$ cat config.mk
export PLATFORM = sky130hd
export DESIGN_NAME = vgd_ctrl
export DESIGN_NICKNAME = d
export VERILOG_FILES = /design/src/hdl/vgd_pkg.sv /design/src/hdl/vgd_ctrl.sv
export SDC_FILE = /design/constraint.sdc
export NUM_CORES = 1
export LEC_CHECK = 0
export BUFFER_PORTS_ARGS = -buffer_cell sky130_fd_sc_hd__buf_2
export CAP_MARGIN = 20
export CORE_MARGIN = 4
export CORE_UTILIZATION = 57
export CTS_CLUSTER_DIAMETER = 60
export DETAILED_ROUTE_END_ITERATION = 12
export GPL_TIMING_DRIVEN = 0
export PLACE_DENSITY = 0.83
export SYNTH_ARGS = -nofsm -noshare
export SYNTH_HDL_FRONTEND = slang
export SYNTH_SLANG_ARGS = --single-unit
export TNS_END_PERCENT = 1
$ cat constraint.sdc
create_clock -name i_clk -period 4.4 [get_ports i_clk]
set_input_delay 0.22 -clock i_clk [delete_from_list [all_inputs] [get_ports i_clk]]
set_output_delay 0.22 -clock i_clk [all_outputs]
set_load 0.03 [all_outputs]
$ cat src/hdl/vgd_pkg.sv
`default_nettype none
// ----------------------------------------------------------------------------
// vgd_pkg
// Shared types and constants of the voxel grid downsampler.
// ----------------------------------------------------------------------------
package vgd_pkg;

    localparam int MaxPoints = 1024;
    localparam int PtIdxW    = 10;
    localparam int PtCntW    = 11;
    localparam int MaxCells  = 64;
    localparam int CellIdxW  = 6;
    localparam int CellCntW  = 7;
    localparam int CoordW    = 16;
    localparam int LevelW    = 5;
    localparam int MaxLevel  = 16;
    localparam int IdxW      = 16;
    localparam int RemW      = 17;
    localparam int ProdW     = 33;
    localparam int DiffW     = 35;
    localparam int SqW       = 32;
    localparam int ScoreW    = 34;
    localparam int CfgIdxW   = 2;
    localparam int CfgDataW  = 5;

    localparam logic [LevelW-1:0]  LevelReset     = 5'd6;
    localparam logic [CfgIdxW-1:0] CFG_KEEP_MODE  = 2'd0;
    localparam logic [CfgIdxW-1:0] CFG_GRID_LEVEL = 2'd1;

    typedef struct packed {
        logic signed [CoordW-1:0] point_x;
        logic signed [CoordW-1:0] point_y;
        logic signed [CoordW-1:0] point_z;
        logic                     last_point;
    } t_point_in;

    typedef struct packed {
        logic [PtIdxW-1:0] kept_index;
        logic              final_result;
        logic              points_dropped;
        logic              voxels_dropped;
    } t_result_out;

    typedef struct packed {
        logic [3*IdxW-1:0] coords;
        logic [PtIdxW-1:0] kept;
        logic [ScoreW-1:0] best;
    } t_cell;

    typedef enum logic [3:0] {
        ST_LOAD,
        ST_PT_RD,
        ST_DIV_INIT,
        ST_DIV,
        ST_MUL,
        ST_ABS,
        ST_SQ,
        ST_SUM,
        ST_CELL_RD,
        ST_CELL_CMP,
        ST_APPEND,
        ST_EMIT_RD,
        ST_EMIT_LD,
        ST_EMIT_OUT,
        ST_CLEAR
    } t_state;

    typedef struct packed {
        logic                load_pt;
        logic                set_pdrop;
        logic                pt_rd;
        logic [PtIdxW-1:0]   pt_addr;
        logic                div_init;
        logic                div_step;
        logic                mul;
        logic                absd;
        logic                sq;
        logic                sum;
        logic                cell_rd;
        logic [CellIdxW-1:0] cell_addr;
        logic                cell_new;
        logic                cell_upd;
        logic                set_vdrop;
        logic                out_load;
        logic                out_final;
        logic                clear;
        logic [LevelW-1:0]   level;
    } t_dp_cmd;

    typedef struct packed {
        logic match;
        logic better;
        logic out_taken;
    } t_dp_status;

endpackage
`default_nettype wire

$ cat src/hdl/vgd_ctrl.sv
`default_nettype none
// ----------------------------------------------------------------------------
// vgd_ctrl
// Sequencer: loads points, walks each stored point through the divider,
// distance pipeline and cell search, then emits one item per cell.
// ----------------------------------------------------------------------------
module vgd_ctrl import vgd_pkg::*; (
    input  wire logic                i_clk,
    input  wire logic                i_rst_n,
    input  wire logic                i_in_valid,
    output logic                     o_in_ready,
    input  wire logic                i_last,
    input  wire logic                i_cfg_valid,
    output logic                     o_cfg_ready,
    input  wire logic [CfgIdxW-1:0]  i_cfg_index,
    input  wire logic [CfgDataW-1:0] i_cfg_data,
    input  wire t_dp_status          i_status,
    output t_dp_cmd                  o_cmd
);

    t_state              r_state, n_state;
    logic [PtCntW-1:0]   r_pt_cnt, n_pt_cnt;
    logic [PtIdxW-1:0]   r_n, n_n;
    logic [CellCntW-1:0] r_cell_cnt, n_cell_cnt;
    logic [CellIdxW-1:0] r_c, n_c;
    logic [LevelW-1:0]   r_step, n_step;
    logic                r_keep;
    logic [LevelW-1:0]   r_level;
    logic [LevelW-1:0]   lvl;
    logic                accept, full, last_pt, last_cell;

    assign lvl       = (r_level > LevelW'(MaxLevel)) ? LevelW'(MaxLevel) : r_level;
    assign accept    = i_in_valid && (r_state == ST_LOAD);
    assign full      = (r_pt_cnt == PtCntW'(MaxPoints));
    assign last_pt   = (PtCntW'(r_n) + PtCntW'(1) == r_pt_cnt);
    assign last_cell = (CellCntW'(r_c) + CellCntW'(1) == r_cell_cnt);
    assign o_cfg_ready = 1'b1;
    assign o_in_ready  = (r_state == ST_LOAD);

    always_ff @(posedge i_clk) begin
        if (!i_rst_n) begin
            r_keep  <= 1'b0;
            r_level <= LevelReset;
        end else if (i_cfg_valid) begin
            if (i_cfg_index == CFG_KEEP_MODE) r_keep <= i_cfg_data[0];
            if (i_cfg_index == CFG_GRID_LEVEL) r_level <= i_cfg_data;
        end
    end

    always_ff @(posedge i_clk) begin
        if (!i_rst_n) begin
            r_state    <= ST_LOAD;
            r_pt_cnt   <= '0;
            r_n        <= '0;
            r_cell_cnt <= '0;
            r_c        <= '0;
            r_step     <= '0;
        end else begin
            r_state    <= n_state;
            r_pt_cnt   <= n_pt_cnt;
            r_n        <= n_n;
            r_cell_cnt <= n_cell_cnt;
            r_c        <= n_c;
            r_step     <= n_step;
        end
    end

    // next state and counters
    always_comb begin
        n_state    = r_state;
        n_pt_cnt   = r_pt_cnt;
        n_n        = r_n;
        n_cell_cnt = r_cell_cnt;
        n_c        = r_c;
        n_step     = r_step;
        case (r_state)
            ST_LOAD: begin
                if (accept) begin
                    if (!full) n_pt_cnt = r_pt_cnt + PtCntW'(1);
                    if (i_last) begin
                        n_n     = '0;
                        n_state = ST_PT_RD;
                    end
                end
            end
            ST_PT_RD:    n_state = ST_DIV_INIT;
            ST_DIV_INIT: begin
                n_step  = '0;
                n_state = ST_DIV;
            end
            ST_DIV: begin
                if (r_step == lvl) begin
                    n_state = ST_MUL;
                end else begin
                    n_step = r_step + LevelW'(1);
                end
            end
            ST_MUL: n_state = ST_ABS;
            ST_ABS: n_state = ST_SQ;
            ST_SQ:  n_state = ST_SUM;
            ST_SUM: begin
                n_c     = '0;
                n_state = (r_cell_cnt == '0) ? ST_APPEND : ST_CELL_RD;
            end
            ST_CELL_RD: n_state = ST_CELL_CMP;
            ST_CELL_CMP, ST_APPEND: begin
                if (r_state == ST_CELL_CMP && !i_status.match && !last_cell) begin
                    n_c     = r_c + CellIdxW'(1);
                    n_state = ST_CELL_RD;
                end else if (r_state == ST_CELL_CMP && !i_status.match) begin
                    n_state = ST_APPEND;
                end else begin
                    if (r_state == ST_APPEND && r_cell_cnt != CellCntW'(MaxCells)) begin
                        n_cell_cnt = r_cell_cnt + CellCntW'(1);
                    end
                    // advance to the next stored point or start emitting
                    if (last_pt) begin
                        n_c     = '0;
                        n_state = ST_EMIT_RD;
                    end else begin
                        n_n     = r_n + PtIdxW'(1);
                        n_state = ST_PT_RD;
                    end
                end
            end
            ST_EMIT_RD: n_state = (r_cell_cnt == '0) ? ST_CLEAR : ST_EMIT_LD;
            ST_EMIT_LD: n_state = ST_EMIT_OUT;
            ST_EMIT_OUT: begin
                if (i_status.out_taken) begin
                    if (last_cell) begin
                        n_state = ST_CLEAR;
                    end else begin
                        n_c     = r_c + CellIdxW'(1);
                        n_state = ST_EMIT_RD;
                    end
                end
            end
            ST_CLEAR: begin
                n_pt_cnt   = '0;
                n_cell_cnt = '0;
                n_state    = ST_LOAD;
            end
            default: n_state = ST_LOAD;
        endcase
    end

    // datapath commands
    always_comb begin
        o_cmd           = '0;
        o_cmd.level     = lvl;
        o_cmd.pt_addr   = (r_state == ST_LOAD) ? r_pt_cnt[PtIdxW-1:0] : r_n;
        o_cmd.cell_addr = (r_state == ST_APPEND) ? r_cell_cnt[CellIdxW-1:0] : r_c;
        case (r_state)
            ST_LOAD: begin
                o_cmd.load_pt   = accept && !full;
                o_cmd.set_pdrop = accept && full;
            end
            ST_PT_RD:    o_cmd.pt_rd    = 1'b1;
            ST_DIV_INIT: o_cmd.div_init = 1'b1;
            ST_DIV:      o_cmd.div_step = (r_step != lvl);
            ST_MUL:      o_cmd.mul      = 1'b1;
            ST_ABS:      o_cmd.absd     = 1'b1;
            ST_SQ:       o_cmd.sq       = 1'b1;
            ST_SUM:      o_cmd.sum      = 1'b1;
            ST_CELL_RD:  o_cmd.cell_rd  = 1'b1;
            ST_CELL_CMP: o_cmd.cell_upd = i_status.match && r_keep && i_status.better;
            ST_APPEND: begin
                o_cmd.cell_new  = (r_cell_cnt != CellCntW'(MaxCells));
                o_cmd.set_vdrop = (r_cell_cnt == CellCntW'(MaxCells));
            end
            ST_EMIT_RD:  o_cmd.cell_rd = 1'b1;
            ST_EMIT_LD: begin
                o_cmd.out_load  = 1'b1;
                o_cmd.out_final = last_cell;
            end
            ST_EMIT_OUT: ;
            ST_CLEAR:    o_cmd.clear = 1'b1;
            default: ;
        endcase
    end

endmodule
`default_nettype wire

==> flow_summary.toml, run 1 <==
[clocking]
cts.reportedPaths.clkPinSlew_ns = 0.10
post_cts_buffers = 0
cts_hold_buf = 0
cts.sinks = 49
clock_latency_ns = 0.31
clk_path_buf_depth = 2
cts_tree = "built"
htreeDepth = 2
root_buffer = "clkbuf_8"
cts_resized = 0
cts_buffers = 5

[setup_path]
start_kind = "flop"
max_stage_delay_ns = 0.53
worstSetupPathType = "reg2out"
endpoint_kind = "output pin"
cp_cell_sequence = "nand3_2 -> o21a_1 -> or4_1 -> a2111o_1 -> nor4_1 -> buf_2"
rrSetupSlack_ns = 1.53
r2r-end = "r_c[5]$_SDFFE_PN0P_"
cp_data_arrival_time_ns = 2.68
slowest_stage = "a2111o_1"
cp_max_fo = 7
reg2regPathDepth = 9
reg2reg_from = "r_n[1]$_SDFFE_PN0P_"
worstPathRequired_ns = 4.18

[timing]
fin_setup_tns_ns = 0
setup_ws_ns = 1.50
period_needed_ns = 2.90
clock_skew_ns = 0.0100
hold_slack_ns = 0.127
fin_crit_sh_pct = 66.0
setup_viol = 0
relSlewSlack_pct = 44.5
hold_viol = 0
rsz0062_at_grt = "no"
timing.fmax_mhz = 344
worstMarginPinSlew_ns = 0.822
drv_slew = 0

[synth]
synth.most_common_cell = "dfxtp_1"
synth_top_family_by_area = "simple AND/OR/NAND/NOR gates"
synth_xor_area_share_pct = 9.45
avgSynthCellArea_um2 = 7.74
yosys.area_share.simple_pct = 28.5
synth-compound-area-share_pct = 17.7
synth_enable_flop_cells = 0
synth_common_cells = "49 x dfxtp_1, 45 x nor2_1, 38 x nand2_1, 23 x xor2_1, 22 x a21oi_1"
ys.flop_type = "dfxtp_1"
synth_fa_ha_area_share_pct = 2.88
synth.top_cell.area_share_pct = 28.2
synth_cell_type_count = 65
synth_seq_cells = 49
yosys-mux-area-fraction_pct = 7.08
ys_seq_area_share_pct = 28.2
ys_warn_count = 0
synthArstFlopShare_pct = 0
synth.largest_area_cell = "dfxtp_1"
postSynthCellCount = 450
synth.net_count = 473
synthTopCellsByArea = "dfxtp_1 28%, xor2_1 5.8%, nor2_1 4.9%"
netlist_area_um2 = 3480

[placed_design]
dpl.hpwl_um = 6650
port_buffers = 52
gp_congestion = 0.961
place_ws_ns = 1.57
placed_cells = 577

[power]
irDropWorstVdd_mv = 0.273
power.leakage_uw = 0.00164
total_power_uw = 910
power.density_nw_per_um2 = 230

[floorplanning]
die_w_um = 86.1
die-height_um = 86.1
die_area_um2 = 7420
initial_core_util_pct = 58.8
rows = 28
core_um2 = 5920
pin_count = 54

[min_path]
min_path_cells = 3
hp-class = "in2reg"
hold_start = "i_cfg_data[2]"
worstHoldEndpoint = "r_level[2]$_SDFFE_PN1P_"

[grt]
met1_usage_pct = 32.2
antenna_found_initial = 0
busiest_layer = "met2"
grt_pass1_wl_um = 14900
met2_usage_pct = 41.7
grt_pass1_vias = 3194
grt_util_all_layers_pct = 24.5
grt_max_degree = 16
overflow = 0
use_met3_pct = 3.27

[final_layout]
fin_cells = 585
antenna_cells = 0
area_growth_syn_to_layout_pct = 13.6
nNetsFinal = 532
final_layout_size_suffix_gt1_share_pct = 20.0

[detailed_routing]
wire_per_inst_um = 15.6
route.vias.total = 3544
ant_nets = 0
post-route-drc-count = 0
vias_per_cell = 6.06
first_pass_iters = 6
drt_iter0_markers = 357
routed_wl_um = 9100

[flow_run]
maxCapViolations = 0

[status]
status = "finished, final reports clean"
## state kept, by name, summed over array words and instances (netlist names)
register    flops
r_n            10
r_level         5
r_state         4
r_keep          1
r_c             6
r_pt_cnt       11
r_step          5
r_cell_cnt      7
## logic make-up after synthesis
logic type | after synthesis
adder cells (fa/ha/maj) | 8
flip-flops | 49
multiplexers | 23
XOR/XNOR | 36
AND/OR/NAND/NOR | 186
buffers and inverters | 49
other | 1
AO/OA/AOI/OAI | 98
## per-stage QoR
stage / util (%) / cell area [um2]
2_1_floorplan: - / 3480
3_3_place_gp: 64.8 / 3830
3_5_place_dp: 64.8 / 3830
4_1_cts: 66.8 / 3960
5_1_grt: 66.8 / 3960
6_report: 66.8 / 3960
## area by class of cell
class	count	area, um2
clock inverters	2	37.5
multi-input cells	352	2290
repair buffers	52	260
inverters	14	52.6
clock buffers	6	82.6
plain buffers	35	160
fillers	504	1970
well taps	75	93.8
flip-flops and latches	49	981
## power breakdown
group | switching (uW) | internal [uW] | total, uW | leakage [uW]
clock network | 163 | 185 | 348 | 0.0000574
registers | 6.68 | 448 | 455 | 0.000396
logic | 68.4 | 39.1 | 107 | 0.00119
## critical path: cells and delay by family (launching register included)
family,cells,cell delay [ns]
flops,1,0.46
buf+inv,1,0.25
simple gates,3,0.89
compound gates,2,0.77
## layer usage
metal / wire length [um] / share of wire (%)
met1: 3920 / 43
met3: 672 / 7.4
met4: 134 / 1.5
met2: 4380 / 48
met5: 0 / 0
## how the worst max path moves through the flow
stage | start | endpoint | slack [ns] | depth (start not counted)
global route | r_c[0]$_SDFFE_PN0P_ | o_cmd[6] | 1.33 | 6
floorplan | r_level[4]$_SDFFE_PN0P_ | r_step[4]$_SDFFE_PN0P_ | 1.55 | 9
detailed placement | r_n[1]$_SDFFE_PN0P_ | r_c[5]$_SDFFE_PN0P_ | 1.57 | 9
global placement | r_n[1]$_SDFFE_PN0P_ | r_c[5]$_SDFFE_PN0P_ | 1.62 | 9
CTS | r_c[0]$_SDFFE_PN0P_ | o_cmd[6] | 1.51 | 6
finish | r_c[0]$_SDFFE_PN0P_ | o_cmd[6] | 1.50 | 6
## cell usage in the layout (no fill, tap or decap), types with 8 or more instances in the layout
master and count:
a21oi_1 22, mux2_2 13, o21ai_0 17, a31oi_1 8
dfxtp_1 49, buf_2 62, nand4_1 12, xor2_1 23
ha_1 8, inv_1 13, nand2_1 38, nand3_1 15
xnor2_1 12, clkbuf_1 20, nor2_1 45, o21ai_1 17
nand2b_1 8, nor3_1 14, mux2i_1 10
Power figures use the tool's default switching activity.
==> run 2, diff against run 1 <==
--- a/config.mk
+++ b/config.mk
@@ -5,14 +5,15 @@
 export SDC_FILE = /design/constraint.sdc
 export NUM_CORES = 1
 export LEC_CHECK = 0
+export ABC_AREA = 1
 export BUFFER_PORTS_ARGS = -buffer_cell sky130_fd_sc_hd__buf_2
 export CAP_MARGIN = 20
 export CORE_MARGIN = 4
-export CORE_UTILIZATION = 57
+export CORE_UTILIZATION = 52
 export CTS_CLUSTER_DIAMETER = 60
 export DETAILED_ROUTE_END_ITERATION = 12
 export GPL_TIMING_DRIVEN = 0
-export PLACE_DENSITY = 0.83
+export PLACE_DENSITY = 0.8
 export SYNTH_ARGS = -nofsm -noshare
 export SYNTH_HDL_FRONTEND = slang
 export SYNTH_SLANG_ARGS = --single-unit
==> constraint.sdc (replaced) <==
create_clock -name i_clk -period 2.5 [get_ports i_clk]
set_input_delay 0.125 -clock i_clk [delete_from_list [all_inputs] [get_ports i_clk]]
set_output_delay 0.125 -clock i_clk [all_outputs]
set_load 0.03 [all_outputs]
==> run 2 against run 1 <==
  * Non-clock buffer count is 21 lower
  * Clock skew is 0.0012 ns lower
  * Flip-flop and latch count stayed put
  * Sequential power is 92% higher
  * Largest cell class unchanged
  * Largest power group unchanged
  * Highest routed layer unchanged
==> flow_summary.toml, run 2 <==
[synth]
synth.top_cell.area_share_pct = 26.6
synth_xor_area_share_pct = 1.66
synthArstFlopShare_pct = 0
synth_seq_cells = 49
yosys.area_share.simple_pct = 45.7
avgSynthCellArea_um2 = 5.80
synth_top_family_by_area = "simple AND/OR/NAND/NOR gates"
synth_cell_type_count = 36
ys_warn_count = 0
synth-compound-area-share_pct = 11.4
netlist_area_um2 = 3690
ys.flop_type = "dfxtp_1"
synth_common_cells = "180 x nand2_1, 88 x inv_1, 78 x nor2_1, 68 x nand3_1, 49 x dfxtp_1"
yosys-mux-area-fraction_pct = 0
synth.most_common_cell = "nand2_1"
synth_enable_flop_cells = 0
synth_fa_ha_area_share_pct = 2.72
ys_seq_area_share_pct = 26.6
postSynthCellCount = 636
synthTopCellsByArea = "dfxtp_1 27%, nand2_1 18%, nand3_1 9.2%"
synth.largest_area_cell = "dfxtp_1"
synth.net_count = 659

[final_layout]
top_register = "r_pt_cnt"
reg.largest.list = "r_pt_cnt (11), r_n (10), r_cell_cnt (7)"
final_area_um2 = 4230
area_growth_syn_to_layout_pct = 14.7
final_layout_size_suffix_gt1_share_pct = 14.8
final_cell_mix = "180 x nand2_1, 88 x inv_1, 77 x nor2_1"
final_util_pct = 61.9
largest_reg_flops = 11
nNetsFinal = 718
layout_commonest_cell = "nand2_1"
antenna_cells = 0
nFillCells = 717

[setup_path]
worstPathRequired_ns = 2.69
start_kind = "flop"
cp_max_fo = 10
endpoint_kind = "flop"
worstSetupPathType = "reg2reg"
cp_data_arrival_time_ns = 2.49

[flow_run]
maxCapViolations = 0

[grt]
overflow = 0
grt_util_all_layers_pct = 24.5
grt_max_degree = 16
grt_pass1_vias = 3881
grt_pass1_wl_um = 17600
antenna_found_initial = 0

[floorplanning]
core_um2 = 6830
initial_core_util_pct = 54.0
pin_count = 54
die_w_um = 92.2
die_area_um2 = 8500
rows = 30
die-height_um = 92.2

[clocking]
cts.reportedPaths.clkPinSlew_ns = 0.10
root_buffer = "clkbuf_8"
htreeDepth = 2
cts.sinks = 49
cts_hold_buf = 0
cts_tree = "built"
cts_buffers = 5
clk_path_buf_depth = 2
clock_latency_ns = 0.31

[power]
swShare_pct = 35.0
irDropWorstVdd_mv = 0.289
power.leakage_uw = 0.00204
power.density_nw_per_um2 = 513
p_seq_share_pct = 40.2
cell_internal_pwr_uw = 1410
comb_power_share_pct = 28.2
p_clk_share_pct = 31.6
power.switching_uw = 759
total_power_uw = 2170

[status]
status = "finished, final reports clean"

[detailed_routing]
wl_met2_um = 4780
post-route-drc-count = 0
wl_met1_um = 4640
drt_iter0_markers = 323
top_layer = "met4"
wire_per_inst_um = 13.0
ant_nets = 0
wl_met3_um = 785
routed_wl_um = 10300
vias_per_cell = 5.40
route.vias.total = 4280
first_pass_iters = 6

[timing]
timing.fmax_mhz = 435
setup_viol = 0
worstMarginPinSlew_ns = 0.653
rsz0062_at_grt = "no"
drv_slew = 0
fin_setup_tns_ns = 0
fin_crit_sh_pct = 92.0
hold_viol = 0
relSlewSlack_pct = 56.3
period_needed_ns = 2.30
clock_skew_ns = 0.00882

[placed_design]
dpl_cell_area_um2 = 4070
port_buffers = 52
dpl.hpwl_um = 8000
gp_congestion = 0.983

[min_path]
hp-class = "in2reg"
## run 2: changes by cell type in the layout (fill, tap and decap cells not counted), moves of 14 or more
cell | before | now
nand3_1 | 15 | 67
o21ai_1 | 17 | 1
nand2_2 | 0 | 14
nor2_1 | 45 | 77
inv_1 | 13 | 88
a21oi_1 | 22 | 36
nand2_1 | 38 | 180
xor2_1 | 23 | 7
## run 2: path summary, 6_finish.rpt
check                              start                      end  slack (ns)  cells past startpoint
setup / recovery     r_n[0]$_SDFFE_PN0P_      r_n[3]$_SDFFE_PN0P_        0.20                     14
hold / removal             i_cfg_data[2]  r_level[2]$_SDFFE_PN1P_        0.05                      3
setup reg to reg     r_n[0]$_SDFFE_PN0P_      r_n[3]$_SDFFE_PN0P_        0.20                     14
hold reg to reg   r_step[1]$_SDFFE_PN0P_   r_step[1]$_SDFFE_PN0P_        0.49                      2
## run 2: layout make-up
type | instances | area [um2] | share of cell area (%)
buffer | 14 | 68.8 | 1.63
clock buffer | 5 | 68.8 | 1.63
clock inverter | 3 | 65.1 | 1.54
inverter | 97 | 367 | 8.67
multi-input combinational | 476 | 2300 | 54.3
sequential | 49 | 982 | 23.2
tap | 96 | 120 | 2.84
timing repair buffer | 52 | 260 | 6.16
## run 2: worst max-delay path: stages, from the launching register on
cell and delay [ns]:
dfxtp_1 0.43, inv_1 0.17, nor2_4 0.22, nand3_1 0.10
nand3_1 0.10, nand2_1 0.09, nor2_1 0.10, nand3_1 0.08
nor2_1 0.21, nand3_4 0.20, nand2_2 0.12, buf_6 0.18
nand2_2 0.07, nand2_1 0.06, nor2_1 0.04
## run 2: metrics by stage
step	hold slack (ns)	setup slack [ns]	cells
2_1_floorplan	0.255	0.440	636
3_3_place_gp	0.366	0.264	784
3_5_place_dp	0.370	0.223	784
4_1_cts	0.0448	0.168	792
5_1_grt	0.0607	0.0131	792
6_report	0.0481	0.199	792
## run 2: logic make-up after synthesis
family	after synthesis
simple gates	384
fa+ha+maj	8
buf+inv	111
compound gates	76
xor+xnor	7
other cells	1
flops	49
## run 2: repair_timing
action	in CTS	in global routing
endpoints found under the setup margin	0	16
setup buffers	0	0
resized for setup	0	7
## run 2: layer usage
metal  vias up  GRT usage (%)
li1       2144              -
met1      1953           32.3
met2       173           41.2
met3        10           4.84
met4         0           5.57
met5         -              0
## run 2: power by group through the flow
stage	sequential, uW	combinational [uW]	clock (uW)
after floorplan	876	455	0
after global placement	887	578	0
after detailed placement	889	594	0
after CTS	871	598	698
after global routing	880	685	732
final	873	612	685
==> run 3, diff against run 2 <==
--- a/config.mk
+++ b/config.mk
@@ -5,7 +5,6 @@
 export SDC_FILE = /design/constraint.sdc
 export NUM_CORES = 1
 export LEC_CHECK = 0
-export ABC_AREA = 1
 export BUFFER_PORTS_ARGS = -buffer_cell sky130_fd_sc_hd__buf_2
 export CAP_MARGIN = 20
 export CORE_MARGIN = 4
==> run 3 against run 2 <==
  * The flow now finishes with violations (negative setup slack)
  * Design area is 0.56% lower
  * Register-to-register slack lost 0.24 ns
  * Global-route usage decreased by 2.2 points
  * Routed wire length decreased by 6.7%
  * Critical endpoint is now o_cmd[6]
  * Largest power group unchanged
==> flow_summary.toml, run 3 (synthesized netlist as in run 1, its figures left out) <==
[min_path]
hp-class = "in2reg"

[placed_design]
port_buffers = 52
dpl_cell_area_um2 = 3840
gp_congestion = 0.914
dpl.hpwl_um = 6640
placed_cells = 579

[power]
swShare_pct = 28.8
total_power_uw = 1540
power.density_nw_per_um2 = 365
cell_internal_pwr_uw = 1090
p_clk_share_pct = 34.8
power.switching_uw = 441
power.leakage_uw = 0.00174
p_seq_share_pct = 52.0
irDropWorstVdd_mv = 0.294
comb_power_share_pct = 13.2

[floorplanning]
die_w_um = 89.8
die-height_um = 89.8
initial_core_util_pct = 54.2
core_um2 = 6420
rows = 29
pin_count = 54
die_area_um2 = 8070

[detailed_routing]
route.vias.total = 3600
drt_iter0_markers = 269
post-route-drc-count = 0
wire_per_inst_um = 16.1
vias_per_cell = 6.04
routed_wl_um = 9610
ant_nets = 0
first_pass_iters = 5

[setup_path]
endpoint_kind = "output pin"
cp_cell_sequence = "buf_6 -> nand3_4 -> o21a_1 -> or4_1 -> a2111o_1 -> nor4_2 -> buf_4"
worstPathRequired_ns = 2.38
slowest_stage = "or4_1"
cp_data_arrival_time_ns = 2.48
critPathTopFamily = "simple AND/OR/NAND/NOR gates"
max_stage_delay_ns = 0.49
cp_max_fo = 6
start_kind = "flop"
worstSetupPathType = "reg2out"
crit_buf_inv = 2

[grt]
grt_pass1_vias = 3250
grt_pass1_wl_um = 15200
antenna_found_initial = 0
overflow = 0
grt_max_degree = 17
grt_util_all_layers_pct = 22.3

[final_layout]
reg.largest.list = "r_pt_cnt (11), r_n (10), r_cell_cnt (7)"
top_register = "r_pt_cnt"
final_layout_size_suffix_gt1_share_pct = 27.7
final_area_um2 = 4200
largest_reg_flops = 11
layout_commonest_cell = "buf_2"
fin_cells = 596
antenna_cells = 0
final_cell_mix = "57 x buf_2, 44 x nor2_1, 40 x dfxtp_1"
nNetsFinal = 541
area_growth_syn_to_layout_pct = 20.8

[timing]
fin_setup_tns_ns = -0.175
clock_skew_ns = 0.0126
period_needed_ns = 2.61
rsz0062_at_grt = "yes"
worstMarginPinSlew_ns = 0.696
drv_slew = 0
relSlewSlack_pct = 53.3
hold_viol = 0
setup_viol = 4
setup_ws_ns = -0.110
fin_crit_sh_pct = 104
timing.fmax_mhz = 383

[clocking]
clock_latency_ns = 0.32
cts_buffers = 5
cts_hold_buf = 0
cts_tree = "built"
cts.sinks = 49
root_buffer = "clkbuf_8"
clk_path_buf_depth = 2
htreeDepth = 2
cts.reportedPaths.clkPinSlew_ns = 0.11

[status]
violations = "negative setup slack"
status = "finished, violations left"

[flow_run]
maxCapViolations = 0
-- run 3: changes by cell type in the layout (fill, tap and decap cells not counted), sizes merged, moves of 8 or more --
cell	delta
nand2	-157
mux2	+13
buf	+24
nor2	-39
xnor2	+12
xor2	+16
mux2i	+10
nand3	-52
inv	-82
nand2b	+8
a21oi	-16
-- run 3: final cells by class --
| cell class | instances | area [um2] |
|---|---|---|
| Buffer | 31 | 174 |
| Clock buffer | 6 | 82.6 |
| Clock inverter | 2 | 17.5 |
| Fill cell | 522 | 2220 |
| Inverter | 14 | 52.6 |
| Multi-Input combinational cell | 352 | 2420 |
| Sequential cell | 49 | 1000 |
| Tap cell | 77 | 96.3 |
| Timing Repair Buffer | 65 | 364 |
-- run 3: tightest hold or removal path: cells and delay by family --
family	cells	cell delay, ns
buffers and inverters	1	0.08
muxes	1	0.06
and+or+nand+nor	1	0.06
-- run 3: worst paths after layout --
kind	startpoint	to	slack, ns	depth (start not counted)
setup / recovery	r_c[2]$_SDFFE_PN0P_	o_cmd[6]	-0.11	7
hold / removal	i_cfg_data[1]	r_level[1]$_SDFFE_PN1P_	0.03	3
setup reg to reg	r_n[0]$_SDFFE_PN0P_	r_n[4]$_SDFFE_PN0P_	-0.04	10
hold reg to reg	r_level[2]$_SDFFE_PN1P_	r_level[2]$_SDFFE_PN1P_	0.48	2
-- run 3: power groups by stage --
stage          clock (uW)  sequential [uW]  combinational, uW
2_1_floorplan           0              815                133
3_3_place_gp            0              818                182
3_5_place_dp            0              819                186
4_1_cts               533              798                191
5_1_grt               559              799                217
6_report              534              798                203
-- run 3: per-layer routing --
layer  global-route usage, %  vias to the layer above  part of all wire, %
met5                       0                        -                    0
met4                    7.79                        0                  1.9
met3                    4.09                       20                  6.8
met2                    37.5                      178                   48
met1                    28.6                     1675                   43
li1                        -                     1727                    -
-- run 3: what timing repair did --
item / 4_1_cts / 5_1_grt
resized for setup: 24 / 28
pin swaps: 5 / 9
setup endpoints to repair: 30 / 41
setup buffers: 1 / 12
-- run 3: through the flow --
stage	setup WS (ns)	hold slack (ns)	util (%)
final	-0.110	0.0306	65.5
after detailed placement	-0.308	0.355	59.8
after floorplan	-0.0393	0.250	-
after global placement	-0.302	0.351	59.8
after global routing	-0.168	0.0524	65.5
after CTS	-0.0834	0.0309	62.8
